--- src/design/square_channel_envelope_length_macros.svh ---
// assertion macros shared by the square channel rtl
`ifndef SQUARE_CHANNEL_ENVELOPE_LENGTH_MACROS_SVH
`define SQUARE_CHANNEL_ENVELOPE_LENGTH_MACROS_SVH

// same-cycle implication, checked while out of reset
`define SQCH_ASSERT_NOW(label, ante, cons, msg) \
    label: assert property (@(posedge i_clk) disable iff (!i_rst_n) \
        (ante) |-> (cons)) else $error(msg);

// next-cycle implication, checked while out of reset
`define SQCH_ASSERT_NEXT(label, ante, cons, msg) \
    label: assert property (@(posedge i_clk) disable iff (!i_rst_n) \
        (ante) |=> (cons)) else $error(msg);

`endif

--- src/design/sqch_pkg.sv ---
// shared types, codes and tables of the square channel
`default_nettype none

package sqch_pkg;

    typedef enum logic [1:0] {
        OP_TRIGGER  = 2'd0,
        OP_LENGTH   = 2'd1,
        OP_ENVELOPE = 2'd2,
        OP_SAMPLE   = 2'd3
    } t_op;

    localparam logic [2:0] CFG_DUTY_PATTERN    = 3'd0;
    localparam logic [2:0] CFG_START_VOLUME    = 3'd1;
    localparam logic [2:0] CFG_ENVELOPE_UP     = 3'd2;
    localparam logic [2:0] CFG_ENVELOPE_PERIOD = 3'd3;
    localparam logic [2:0] CFG_LENGTH_GATE     = 3'd4;
    localparam logic [2:0] CFG_FREQUENCY       = 3'd5;

    localparam int CFG_IDX_W  = 3;
    localparam int CFG_DATA_W = 11;

    localparam logic [6:0]  LEN_FULL      = 7'd64;
    localparam logic [6:0]  LEN_FULL_M1   = 7'd63;
    localparam logic [3:0]  VOL_MAX       = 4'd15;
    localparam logic [11:0] FREQ_BASE     = 12'd2048;
    localparam logic [3:0]  ENV_PERIOD_0  = 4'd8;

    typedef struct packed {
        logic [1:0]  duty_pattern;
        logic [3:0]  start_volume;
        logic        envelope_up;
        logic [2:0]  envelope_period;
        logic        length_gate;
        logic [10:0] frequency;
    } t_cfg;

    typedef struct packed {
        logic        enabled_flag;
        logic [6:0]  length_count;
        logic [3:0]  volume_level;
        logic [3:0]  envelope_countdown;
        logic        envelope_stopped;
        logic [13:0] freq_countdown;
    } t_state;

    typedef struct packed {
        t_op        op;
        logic       next_not_length_step;
        logic       next_is_envelope_step;
        logic [2:0] duty_position;
    } t_item;

    typedef struct packed {
        logic [3:0]  sample_value;
        logic        channel_on;
        logic [3:0]  volume_now;
        logic [6:0]  length_left;
        logic [13:0] period_timer;
    } t_result;

    // waveform of each duty setting, bit n is duty position n
    function automatic logic [7:0] duty_wave(input logic [1:0] pattern);
        logic [7:0] wave;
        case (pattern)
            2'd0:    wave = 8'b1000_0000;
            2'd1:    wave = 8'b1000_0001;
            2'd2:    wave = 8'b1110_0001;
            default: wave = 8'b0111_1110;
        endcase
        return wave;
    endfunction

    // envelope period of zero behaves as eight
    function automatic logic [3:0] env_reload(input logic [2:0] period);
        return (period == 3'd0) ? ENV_PERIOD_0 : {1'b0, period};
    endfunction

endpackage

`default_nettype wire

--- src/design/sqch_cfg.sv ---
// configuration register file of the square channel
`default_nettype none

module sqch_cfg (
    input  wire logic                          i_clk,
    input  wire logic                          i_rst_n,
    input  wire logic                          i_cfg_we,
    input  wire logic [sqch_pkg::CFG_IDX_W-1:0]  i_cfg_idx,
    input  wire logic [sqch_pkg::CFG_DATA_W-1:0] i_cfg_data,
    output sqch_pkg::t_cfg                     o_cfg
);
    import sqch_pkg::*;

    t_cfg r_cfg;
    t_cfg n_cfg;

    always_comb begin
        n_cfg = r_cfg;
        if (i_cfg_we) begin
            case (i_cfg_idx)
                CFG_DUTY_PATTERN:    n_cfg.duty_pattern    = i_cfg_data[1:0];
                CFG_START_VOLUME:    n_cfg.start_volume    = i_cfg_data[3:0];
                CFG_ENVELOPE_UP:     n_cfg.envelope_up     = i_cfg_data[0];
                CFG_ENVELOPE_PERIOD: n_cfg.envelope_period = i_cfg_data[2:0];
                CFG_LENGTH_GATE:     n_cfg.length_gate     = i_cfg_data[0];
                CFG_FREQUENCY:       n_cfg.frequency       = i_cfg_data[10:0];
                default:             n_cfg = r_cfg;
            endcase
        end
    end

    always_ff @(posedge i_clk) begin
        if (!i_rst_n) begin
            r_cfg <= '0;
        end else begin
            r_cfg <= n_cfg;
        end
    end

    assign o_cfg = r_cfg;

endmodule

`default_nettype wire

--- src/design/sqch_step.sv ---
// next channel state and result beat for one operation
`default_nettype none

module sqch_step (
    input  wire sqch_pkg::t_cfg    i_cfg,
    input  wire sqch_pkg::t_state  i_state,
    input  wire sqch_pkg::t_item   i_item,
    output sqch_pkg::t_state  o_state,
    output sqch_pkg::t_result o_result
);
    import sqch_pkg::*;

    logic [11:0] w_freq_span;
    logic [6:0]  w_len_dec;
    logic [7:0]  w_wave;
    logic [3:0]  w_sample;

    assign w_freq_span = FREQ_BASE - {1'b0, i_cfg.frequency};
    assign w_len_dec   = i_state.length_count - 7'd1;
    assign w_wave      = duty_wave(i_cfg.duty_pattern);

    always_comb begin
        o_state  = i_state;
        w_sample = '0;
        case (i_item.op)
            OP_TRIGGER: begin
                o_state.enabled_flag = 1'b1;
                if (i_state.length_count == '0) begin
                    o_state.length_count =
                        (i_cfg.length_gate && i_item.next_not_length_step) ?
                        LEN_FULL_M1 : LEN_FULL;
                end
                o_state.envelope_stopped   = 1'b0;
                o_state.envelope_countdown = env_reload(i_cfg.envelope_period)
                                           + {3'd0, i_item.next_is_envelope_step};
                o_state.volume_level       = i_cfg.start_volume;
                // reload is span times four, low two timer bits survive
                o_state.freq_countdown = {w_freq_span, i_state.freq_countdown[1:0]};
                if (i_cfg.start_volume == '0 && !i_cfg.envelope_up) begin
                    o_state.enabled_flag = 1'b0;
                end
            end
            OP_LENGTH: begin
                if (i_cfg.length_gate && i_state.length_count != '0) begin
                    o_state.length_count = w_len_dec;
                    if (w_len_dec == '0) begin
                        o_state.enabled_flag = 1'b0;
                    end
                end
            end
            OP_ENVELOPE: begin
                if (!i_state.envelope_stopped) begin
                    if (i_state.envelope_countdown <= 4'd1) begin
                        o_state.envelope_countdown = env_reload(i_cfg.envelope_period);
                        if (i_cfg.envelope_period != '0) begin
                            if (i_cfg.envelope_up) begin
                                if (i_state.volume_level < VOL_MAX) begin
                                    o_state.volume_level = i_state.volume_level + 4'd1;
                                end else begin
                                    o_state.envelope_stopped = 1'b1;
                                end
                            end else begin
                                if (i_state.volume_level > 4'd0) begin
                                    o_state.volume_level = i_state.volume_level - 4'd1;
                                end else begin
                                    o_state.envelope_stopped = 1'b1;
                                end
                            end
                        end
                    end else begin
                        o_state.envelope_countdown = i_state.envelope_countdown - 4'd1;
                    end
                end
            end
            OP_SAMPLE: begin
                w_sample = w_wave[i_item.duty_position] ? i_state.volume_level : 4'd0;
            end
            default: begin
                o_state = i_state;
            end
        endcase
    end

    assign o_result.sample_value = w_sample;
    assign o_result.channel_on   = o_state.enabled_flag;
    assign o_result.volume_now   = o_state.volume_level;
    assign o_result.length_left  = o_state.length_count;
    assign o_result.period_timer = o_state.freq_countdown;

endmodule

`default_nettype wire

--- src/design/square_channel_envelope_length.sv ---
// square wave channel: envelope, length counter and timer reload per operation
//
// Input channel (i_in_valid / o_in_ready) carries one operation per beat:
// trigger, length clock, envelope clock or sample. Output channel
// (o_out_valid / i_out_ready) returns exactly one result beat per input beat,
// in order, holding the sample value and the channel state after the step.
// Path: an accepted beat is held in the input register, then moves on to the
// result register (two register stages: input register, then result register).
// Throughput: one beat per cycle while the receiver does not stall; the channel
// state is updated as a beat moves from the input to the result register.
// When the receiver stalls, the result register holds and the input register
// still takes one more beat; o_in_ready drops only when both are full.
// Configuration: write i_cfg_data to register i_cfg_idx while i_cfg_we is
// high; writes are meant only while no beat is in flight. Unknown indexes
// are ignored.
// Reset (synchronous, i_rst_n low): both stages empty, channel state and all
// configuration registers cleared to zero.
`default_nettype none

module square_channel_envelope_length (
    input  wire logic                              i_clk,
    input  wire logic                              i_rst_n,
    input  wire logic                              i_cfg_we,
    input  wire logic [sqch_pkg::CFG_IDX_W-1:0]    i_cfg_idx,
    input  wire logic [sqch_pkg::CFG_DATA_W-1:0]   i_cfg_data,
    input  wire logic                              i_in_valid,
    output logic                                   o_in_ready,
    input  wire logic [1:0]                        i_operation,
    input  wire logic                              i_next_not_length_step,
    input  wire logic                              i_next_is_envelope_step,
    input  wire logic [2:0]                        i_duty_position,
    output logic                                   o_out_valid,
    input  wire logic                              i_out_ready,
    output logic [3:0]                             o_sample_value,
    output logic                                   o_channel_on,
    output logic [3:0]                             o_volume_now,
    output logic [6:0]                             o_length_left,
    output logic [13:0]                            o_period_timer
);
    import sqch_pkg::*;

    `include "square_channel_envelope_length_macros.svh"

    t_cfg    w_cfg;
    t_item   r_in;
    logic    r_in_vld;
    t_result r_out;
    logic    r_out_vld;
    t_state  r_state;
    t_state  n_state;
    t_result n_result;
    logic    w_adv;
    logic    w_take;

    sqch_cfg u_cfg (
        .i_clk      (i_clk),
        .i_rst_n    (i_rst_n),
        .i_cfg_we   (i_cfg_we),
        .i_cfg_idx  (i_cfg_idx),
        .i_cfg_data (i_cfg_data),
        .o_cfg      (w_cfg)
    );

    sqch_step u_step (
        .i_cfg    (w_cfg),
        .i_state  (r_state),
        .i_item   (r_in),
        .o_state  (n_state),
        .o_result (n_result)
    );

    // beat moves from input register to result register
    assign w_adv      = r_in_vld && (!r_out_vld || i_out_ready);
    assign o_in_ready = !r_in_vld || w_adv;
    assign w_take     = i_in_valid && o_in_ready;

    always_ff @(posedge i_clk) begin
        if (!i_rst_n) begin
            r_in_vld  <= 1'b0;
            r_out_vld <= 1'b0;
            r_state   <= '0;
        end else begin
            if (w_take) begin
                r_in_vld <= 1'b1;
            end else if (w_adv) begin
                r_in_vld <= 1'b0;
            end
            if (w_adv) begin
                r_out_vld <= 1'b1;
                r_state   <= n_state;
            end else if (i_out_ready) begin
                r_out_vld <= 1'b0;
            end
        end
    end

    always_ff @(posedge i_clk) begin
        if (w_take) begin
            r_in.op                    <= t_op'(i_operation);
            r_in.next_not_length_step  <= i_next_not_length_step;
            r_in.next_is_envelope_step <= i_next_is_envelope_step;
            r_in.duty_position         <= i_duty_position;
        end
        if (w_adv) begin
            r_out <= n_result;
        end
    end

    assign o_out_valid    = r_out_vld;
    assign o_sample_value = r_out.sample_value;
    assign o_channel_on   = r_out.channel_on;
    assign o_volume_now   = r_out.volume_now;
    assign o_length_left  = r_out.length_left;
    assign o_period_timer = r_out.period_timer;

    `SQCH_ASSERT_NOW(a_stall_holds, r_out_vld && !i_out_ready, !w_adv,
        "result overwritten while stalled")
    `SQCH_ASSERT_NOW(a_full_not_ready, r_in_vld && !w_adv, !o_in_ready,
        "ready high with both stages full")
    `SQCH_ASSERT_NEXT(a_dac_off,
        w_adv && r_in.op == OP_TRIGGER && w_cfg.start_volume == 4'd0 && !w_cfg.envelope_up,
        !r_state.enabled_flag, "trigger with dac off left channel on")
    `SQCH_ASSERT_NEXT(a_len_expire,
        w_adv && r_in.op == OP_LENGTH && w_cfg.length_gate && r_state.length_count == 7'd1,
        !r_state.enabled_flag && r_state.length_count == 7'd0,
        "length expiry did not stop channel")

endmodule

`default_nettype wire

--- config.mk ---
export PLATFORM = sky130hd
export DESIGN_NAME = square_channel_envelope_length
export DESIGN_NICKNAME = d
export VERILOG_FILES = /design/src/design/sqch_pkg.sv /design/src/design/sqch_cfg.sv /design/src/design/sqch_step.sv /design/src/design/square_channel_envelope_length.sv
export VERILOG_INCLUDE_DIRS = /design/src /design/src/design
export SDC_FILE = /design/constraint.sdc
export NUM_CORES = 1
export LEC_CHECK = 0
export BUFFER_PORTS_ARGS = -buffer_cell sky130_fd_sc_hd__buf_2
export CORE_MARGIN = 2
export CORE_UTILIZATION = 53
export CTS_CLUSTER_SIZE = 12
export DETAILED_ROUTE_END_ITERATION = 16
export GPL_ROUTABILITY_DRIVEN = 0
export GPL_TIMING_DRIVEN = 0
export HOLD_SLACK_MARGIN = 0.02
export PLACE_DENSITY = 0.81
export SLEW_MARGIN = 10
export SYNTH_ARGS = -nofsm -noshare
export SYNTH_HDL_FRONTEND = slang
export SYNTH_HIERARCHICAL = 1
export SYNTH_SLANG_ARGS = --single-unit
--- constraint.sdc ---
create_clock -name i_clk -period 2 [get_ports i_clk]
set_clock_uncertainty 0.1 [all_clocks]
set_input_delay 0.2 -clock i_clk [delete_from_list [all_inputs] [get_ports i_clk]]
set_output_delay 0.2 -clock i_clk [all_outputs]
set_load 0.03 [all_outputs]
# ---- After elaboration in Yosys (flattened, before gate mapping)
# Index checks and enable logic that the tools add are counted.
dict set report totals {
  input_bits 26
  out_inout_bits 32
  register_bits 92
  wordCells 103
}
dict set report op_classes {
  n_lt_le_gt_ge 4
  n_reduce_logical 31
  n_mux 28
  n_eq_ne 11
  addsub 6
}
# cell count
set ops {}
lappend ops {{2-to-1 mux 4 bit} 7}
lappend ops {{one-hot mux 8 bit (3 select lines)} 1}
lappend ops {{one-hot mux 9 bit (2 select lines)} 1}
lappend ops {{one-hot mux 8 bit (2 select lines)} 1}
lappend ops {{AND reduction 2 bit} 8}
lappend ops {{logical NOT 7 bit} 2}
lappend ops {{2-to-1 mux 14 bit} 1}
lappend ops {{2-to-1 mux 7 bit} 2}
lappend ops {{2-to-1 mux 1 bit} 12}
lappend ops {{subtractor 12 x 11 -> 12 bit (first input constant)} 1}
lappend ops {{2-to-1 mux 9 bit} 1}
lappend ops {{2-to-1 mux 8 bit} 1}
lappend ops {{subtractor 4 x 1 -> 4 bit (second input constant)} 2}
lappend ops {{nonzero test 7 bit} 1}
lappend ops {{subtractor 7 x 1 -> 7 bit (second input constant)} 1}
lappend ops {{equality test 2 bit (second input constant)} 3}
lappend ops {{equality test 3 x 2 -> 1 bit (second input constant)} 2}
lappend ops {{equality test 3 bit (second input constant)} 2}
lappend ops {{logical NOT 3 bit} 2}
lappend ops {{nonzero test 2 bit} 3}
lappend ops {{logical AND 1 bit} 5}
lappend ops {{adder 4 x 1 -> 4 bit} 1}
lappend ops {{adder 4 x 1 -> 4 bit (second input constant)} 1}
lappend ops {{equality test 2 x 1 -> 1 bit (second input constant)} 2}
lappend ops {{13 further kinds} 17}

# ---- Depth between registers and ports, before layout
# Gate-level depths: netlist of the first run.
dict set report logic_depth {
  depth_word 7
  ltp_mapped 10
  depth_no_buf 9
}

# ---- Cells and area by module
# The synthesis of the first run kept the hierarchy.
# mod seq_area_each_um2 cells_per_inst area_each_um2 n_inst
set modules_own_cells {}
lappend modules_own_cells {square_channel_envelope_length 1771.7 181 2471.1 1}
lappend modules_own_cells {sqch_step 0.0 243 1574.0 1}
lappend modules_own_cells {sqch_cfg 440.4 89 892.1 1}

# ---- Worst setup path after synthesis of the first run
# Ideal clock, no wire load.
dict set report synth_path {
  kind {reg2reg}
  startpoint {reg u_cfg.r_cfg (netlist bit u_cfg/o_cfg[0])}
  endpoint {reg r_state[12] (netlist bit)}
  stages_incl_launch_ff 11
  period_less_slack_ps 2178
  setup_time_ps 123
  required_time_ps 1777
  path_buffers 1
  slack_ps -178
  t_arrival_ps 1955
  path_cell_list {dfxtp_1 inv_1 ha_1 or3b_4 or4_4 nor4_4 xor2_1 o21ai_1 buf_4 nand2_1 mux2i_1}
}
# item line
set synth_lines {}
lappend synth_lines {{start, declared} sqch_cfg.sv:14} ;# t_cfg r_cfg;
lappend synth_lines {{start signal, assigned} sqch_cfg.sv:36} ;# r_cfg <= n_cfg;
lappend synth_lines {{end signal, assigned} square_channel_envelope_length.sv:90} ;# r_state <= n_state;
lappend synth_lines {{end, declared} square_channel_envelope_length.sv:49} ;# t_state r_state;

==> run summary, run 1 <==
CTS H-Tree Depth -> 3
yosys warns -> 6
most common cell in the synthesized netlist -> nand2_1
HPWL after DPL -> 7570 µm
initial core utilization -> 53.9%
Antenna diodes -> 0
Final Max Slew Viols -> 0
combinational share of power -> 16.5%
chip height -> 101 µm
P_leak -> 2.57 nW
GR Util All Layers -> 23.7%
Setup crit start kind -> flop
final worst path period share -> 114%
Mean Syn Cell Area -> 9.62 µm²
switch share -> 27.1%
beginning of the critical path -> u_cfg/o_cfg[1]$_SDFFE_PN0P_
Layout area overhead -> 30.4%
Final ANT Viol Nets -> 0
Mapped Area -> 4940 µm²
crit path time final -> 2290 ps
sequential area share after synthesis -> 44.8%
worst vdd ir -> 0.401 mV
CTS Buffer Depth -> 2
DR vias -> 4326
multiplexer share of the synthesized area -> 12.9%
core box area -> 9150 µm²
Simple-Gate Fraction of Synth Area -> 19.1%
drt pass-1 iters -> 5
initial antenna violation count -> 0
final hold viol count -> 0
Hold WC Path Type -> input pin to flop
chip width -> 101 µm
async set-reset flop share out of synthesis -> 0%
first-pass GRT wire length -> 18900 µm
HP Start -> i_cfg_data[3]
adder-cell share of the synthesized area -> 3.04%
Congestion Overflow GR -> 0
CP required -> 2160 ps
largest family of logic cells by synthesized area -> simple AND/OR/NAND/NOR gates
kind of critical path -> flop to flop
RSZ-0062 raised after global routing -> yes
cell row count -> 35
internal power -> 2.97 mW
DR vias/cell -> 5.83
Residual DRC -> 0
port bufs -> 56
post-synth cell types -> 57
NumNets Final -> 664
Syn Nets -> 551
vias in the first global route -> 4072
Post-synth EDFFs -> 37
worst r2r src -> u_cfg/o_cfg[1]$_SDFFE_PN0P_
CTS buffer count -> 9
violated checks -> negative setup slack
Post-synth top flop -> dfxtp_1
Reg power frac -> 50.4%
clk slew on worst S/H paths -> 100 ps
R2R cell count -> 9
wire length per cell after detailed routing -> 18.0 µm
largest area contributor in the netlist -> edfxtp_1
Clk pwr share -> 33.1%
Yosys reg bits -> 92
element type at the critical path end -> flop
num ports -> 58
post-synthesis compound-gate area fraction -> 8.74%
cells after synthesis -> 513
maxcap violations -> 0
Worst Setup EP -> r_state[12]$_SDFFE_PN0P_
placed cells -> 680
net load switching power -> 1.10 mW
ranking of synthesized cells by area -> edfxtp_1, dfxtp_1, mux2i_1
xor-xnor portion of the synthesized cell area -> 2.31%
crit-path max FO -> 3
CTS Root Cell -> clkbuf_8
top-area cell type share of the netlist area -> 22.5%
top cells by count, synth -> nand2_1, mux2i_1, dfxtp_1, edfxtp_1, o21ai_0
Reg2Reg Setup Slack -> -290 ps
Final Routed Wirelength -> 13300 µm
R2R Path End -> r_state[12]$_SDFFE_PN0P_
critical path arrival -> 2440 ps
non-filler cells, final -> 742
largest net degree at the start of global routing -> 40
outcome -> finished, violations left
pre-CTS setup slack -> -384 ps
DRT iter0 DRCs -> 504
Least-Margin Pin Slew -> 631 ps
share of cells above drive strength 1 -> 38.4%
fmax -> 438 MHz
worst setup margin -> -285 ps
TritonCTS clock tree -> yes
Final setup viols -> 17
Worst slew margin -> 57.9%
PD cells -> 633 nW/µm²
die area -> 10100 µm²
Sink Count -> 92
Clk Latency, worst-skew pair -> 370 ps
-- sequential cells by signal, summed over array words and instances, names as in the netlist --
register and flops:
r_state 31, u_cfg/o_cfg 22, o_period_timer 14, o_length_left 7
r_in 7, o_sample_value 4, o_volume_now 4, o_channel_on 1
o_out_valid 1, r_in_vld 1
-- final cells by class --
cell class | instances | area (µm²)
timing repair buffer | 113 | 773
buffer | 44 | 332
clock inverter | 5 | 63.8
inverter | 16 | 72.6
clock buffer | 11 | 153
multi-input combinational | 350 | 2650
fill | 623 | 2720
tap | 111 | 139
sequential | 92 | 2250
-- per-layer routing --
| layer | global-route usage [%] | vias to the layer above | part of all wire, % |
|---|---|---|---|
| li1 | - | 1999 | - |
| met1 | 27.5 | 2059 | 39 |
| met2 | 42.8 | 217 | 52 |
| met3 | 3.88 | 51 | 6.1 |
| met4 | 10.4 | 0 | 3.3 |
| met5 | 0 | - | 0 |
-- through the flow --
stage          hold slack [ps]  util (%)  instance area [µm²]  setup TNS [ps]  power [mW]
4_1_cts                   47.5      65.8                 6020           -1070        3.99
3_3_place_gp               277      58.8                 5380           -2920        2.59
6_report                  46.4      70.3                 6440           -2000        4.07
3_5_place_dp               278      58.8                 5380           -4810        2.61
2_1_floorplan              199         -                 4960            -405        2.47
5_1_grt                   43.0      70.3                 6440           -3350        4.19
-- power by group through the flow --
stage	registers (mW)	logic, mW	clock network (mW)
detailed placement	2.10	0.516	0
floorplan	2.14	0.327	0
finish	2.05	0.672	1.35
global placement	2.09	0.500	0
CTS	2.05	0.579	1.36
global route	2.06	0.713	1.42
-- critical path, stage by stage, from the launching register on --
cell,delay [ps]
dfxtp_1,340
inv_2,80
ha_4,120
or3b_4,370
or4_4,470
nor4_4,170
xor2_1,250
o21ai_1,120
nand2_1,80
mux2i_1,70
-- cell usage in the layout (no fill, tap or decap), types with 9 or more instances in the layout --
| master | netlist | routed |
|---|---|---|
| dfxtp_4 | 0 | 10 |
| clkbuf_8 | 0 | 9 |
| dlygate4sd3_1 | 0 | 15 |
| nand2_1 | 120 | 112 |
| edfxtp_1 | 37 | 37 |
| buf_2 | 10 | 67 |
| o21ai_0 | 30 | 14 |
| nor2_1 | 13 | 11 |
| dfxtp_1 | 55 | 42 |
| o22ai_1 | 11 | 9 |
| mux2i_1 | 57 | 56 |
| o21ai_1 | 2 | 11 |
| buf_4 | 28 | 57 |
-- cells by family after synthesis --
| kind of cell | after synthesis |
|---|---|
| mux | 62 |
| fa+ha+maj | 12 |
| simple gates | 190 |
| flops | 92 |
| compound gates | 73 |
| xor+xnor | 13 |
| buf+inv | 71 |
-- worst min-delay path by stage --
stage | end | slack, ps | depth (start not counted)
2_1_floorplan | r_in[0]$_DFFE_PP_ | 200 | 0
4_1_cts | u_cfg/o_cfg[3]$_SDFFE_PN0P_ | 50 | 3
3_3_place_gp | r_in[4]$_DFFE_PP_ | 280 | 1
6_report | u_cfg/o_cfg[19]$_SDFFE_PN0P_ | 50 | 3
3_5_place_dp | r_in[5]$_DFFE_PP_ | 280 | 1
5_1_grt | u_cfg/o_cfg[19]$_SDFFE_PN0P_ | 40 | 3
-- timing repair --
action                                  in CTS  in global routing
resized for setup                           59                 76
endpoints found under the hold margin       15                  0
pin swaps                                   14                 26
hold buffers                                15                  0
setup buffers                               16                 26
endpoints found under the setup margin      36                 31
(Power assumes the default switching activity.)
==> run 2, diff against run 1 <==
--- a/config.mk
+++ b/config.mk
@@ -15,6 +15,7 @@
 export GPL_TIMING_DRIVEN = 0
 export HOLD_SLACK_MARGIN = 0.02
 export PLACE_DENSITY = 0.81
+export SKIP_CTS_REPAIR_TIMING = 1
 export SLEW_MARGIN = 10
 export SYNTH_ARGS = -nofsm -noshare
 export SYNTH_HDL_FRONTEND = slang
==> run 2 against run 1 <==
  * The flow finishes with violations (negative hold slack, negative setup slack)
  * Maximum frequency is 4.4% higher
  * Sequential power barely moved
  * Largest power group unchanged
  * Utilization decreased by 1.7 points
  * Register-to-register slack gained 97 ps
  * Sequential cell count did not move
  * Clock-buffer cell count did not move
  * Non-clock buffer count fell by 14
  * First-iteration DRC count fell by 34%
==> run summary, run 2 (synthesis results as in run 1) <==
outcome -> finished, violations left
violated checks -> negative hold slack, negative setup slack
CTS Root Cell -> clkbuf_8
# fillers -> 627
Final Util -> 68.6%
initial antenna violation count -> 0
chip height -> 101 µm
FF/Latch Area -> 2250 µm²
Final ANT Viol Nets -> 0
Final setup viols -> 18
CTS buffer count -> 9
final hold viol count -> 1
Final Max Slew Viols -> 0
cell chain of the critical path -> inv_4 > ha_4 > or3b_4 > or4_4 > nor4_4 > xor2_1 > o21ai_2
HPWL after DPL -> 7570 µm
Clk Latency, worst-skew pair -> 360 ps
switch share -> 27.1%
placed inst area -> 5380 µm²
fmax -> 457 MHz
Setup crit start kind -> flop
vias in the first global route -> 3809
critical path arrival -> 2210 ps
DR vias/cell -> 5.77
chip width -> 101 µm
crit-path max FO -> 3
Worst slew margin -> 57.2%
P_leak -> 2.49 nW
first-pass GRT wire length -> 17500 µm
cell row count -> 35
NumNets Final -> 650
DR vias -> 4201
Antenna diodes -> 0
max reg flops -> 31
Clk pwr share -> 33.5%
die area -> 10100 µm²
Multi-input gate area -> 2630 µm²
crit path time final -> 2190 ps
worst setup margin -> -189 ps
Reg power frac -> 50.8%
internal power -> 2.95 mW
GR Util All Layers -> 21.8%
worst hold slack -> -7.40 ps
RSZ-0062 raised after global routing -> yes
share of cells above drive strength 1 -> 36.8%
PD cells -> 643 nW/µm²
WL met3 -> 729 µm
Residual DRC -> 0
worst vdd ir -> 0.406 mV
maxcap violations -> 0
Least-Margin Pin Slew -> 643 ps
CTS Buffer Depth -> 2
largest net degree at the start of global routing -> 40
met2 WL post-DR -> 6560 µm
most frequent cells in the layout -> nand2_1, buf_2, mux2i_1
WL met1 -> 4890 µm
num ports -> 58
Final Routed Wirelength -> 12500 µm
final worst path period share -> 109%
drt pass-1 iters -> 5
CP required -> 2020 ps
Congestion Overflow GR -> 0
DRT iter0 DRCs -> 334
Sink Count -> 92
Hold WC Path Type -> input pin to flop
combinational share of power -> 15.7%
Layout area overhead -> 27.2%
worst stage delay on the critical path -> 470 ps
wire length per cell after detailed routing -> 17.2 µm
TritonCTS clock tree -> yes
slowest CP cell -> or4_4
Final Cell Area -> 6280 µm²
port bufs -> 56
clk slew on worst S/H paths -> 90 ps
core box area -> 9150 µm²
CTS H-Tree Depth -> 3
commonest non-fill, non-tap cell in the layout -> nand2_1
initial core utilization -> 53.9%
net load switching power -> 1.09 mW
uppermost routed layer -> met4
element type at the critical path end -> flop
Largest Register -> r_state
kind of critical path -> flop to flop
[run 2: changes by cell type in the layout (fill, tap and decap cells not counted), moves of 2 or more]
| cell | delta |
|---|---|
| buf_4 | -11 |
| buf_6 | -2 |
| clkbuf_2 | +2 |
| nand2_1 | +3 |
| nand2_2 | -2 |
| o21ai_2 | +2 |
| o21ai_4 | -2 |
[run 2: worst max-delay path, delay by kind of cell, from the launching register on]
| kind | cells | cell delay [ps] |
|---|---|---|
| xor gates and xnor gates | 1 | 210 |
| DFF | 1 | 360 |
| adders and majority gates | 1 | 130 |
| buffers and inverters | 1 | 60 |
| AOI/OAI and AO/OA | 1 | 90 |
| and+or+nand+nor | 3 | 1000 |
[run 2: layout make-up]
cell class / count / share of cell area [%]
Buffer: 44 / 5.28
Clock buffer: 11 / 2.43
Clock inverter: 5 / 1.02
Inverter: 16 / 1.12
Multi-Input combinational cell: 350 / 41.8
Sequential cell: 92 / 35.9
Tap cell: 111 / 2.21
Timing Repair Buffer: 99 / 10.2
[run 2: worst paths after layout]
kind	from	endpoint	slack (ps)	depth (start not counted)
max	u_cfg/o_cfg[0]$_SDFFE_PN0P_	o_period_timer[12]$_DFFE_PP_	-190	7
min	i_in_valid	r_in_vld$_SDFFE_PN0P_	-7	3
max reg2reg	u_cfg/o_cfg[0]$_SDFFE_PN0P_	o_period_timer[12]$_DFFE_PP_	-190	7
min reg2reg	r_state[3]$_SDFFE_PN0P_	r_state[3]$_SDFFE_PN0P_	360	2
[run 2: power by group through the flow]
stage	clock, mW	combinational, mW	sequential [mW]
CTS	1.36	0.519	2.05
floorplan	0	0.327	2.14
global placement	0	0.500	2.09
finish	1.35	0.634	2.05
detailed placement	0	0.516	2.10
global route	1.42	0.676	2.06
[run 2: metrics by stage]
step,setup slack (ps),power [mW],hold slack (ps),cells,TNS (ps)
floorplan,-157,2.47,199,513,-405
global placement,-287,2.59,277,680,-2920
detailed placement,-384,2.61,278,680,-4810
CTS,-454,3.94,-104,696,-6190
global route,-275,4.16,25.6,728,-3270
finish,-189,4.04,-7.40,728,-1800
[run 2: layer usage]
metal	up-vias	GRT usage [%]
met2	197	38.4
li1	1959	-
met1	2001	26.5
met3	44	4.58
met4	0	6.95
met5	-	0
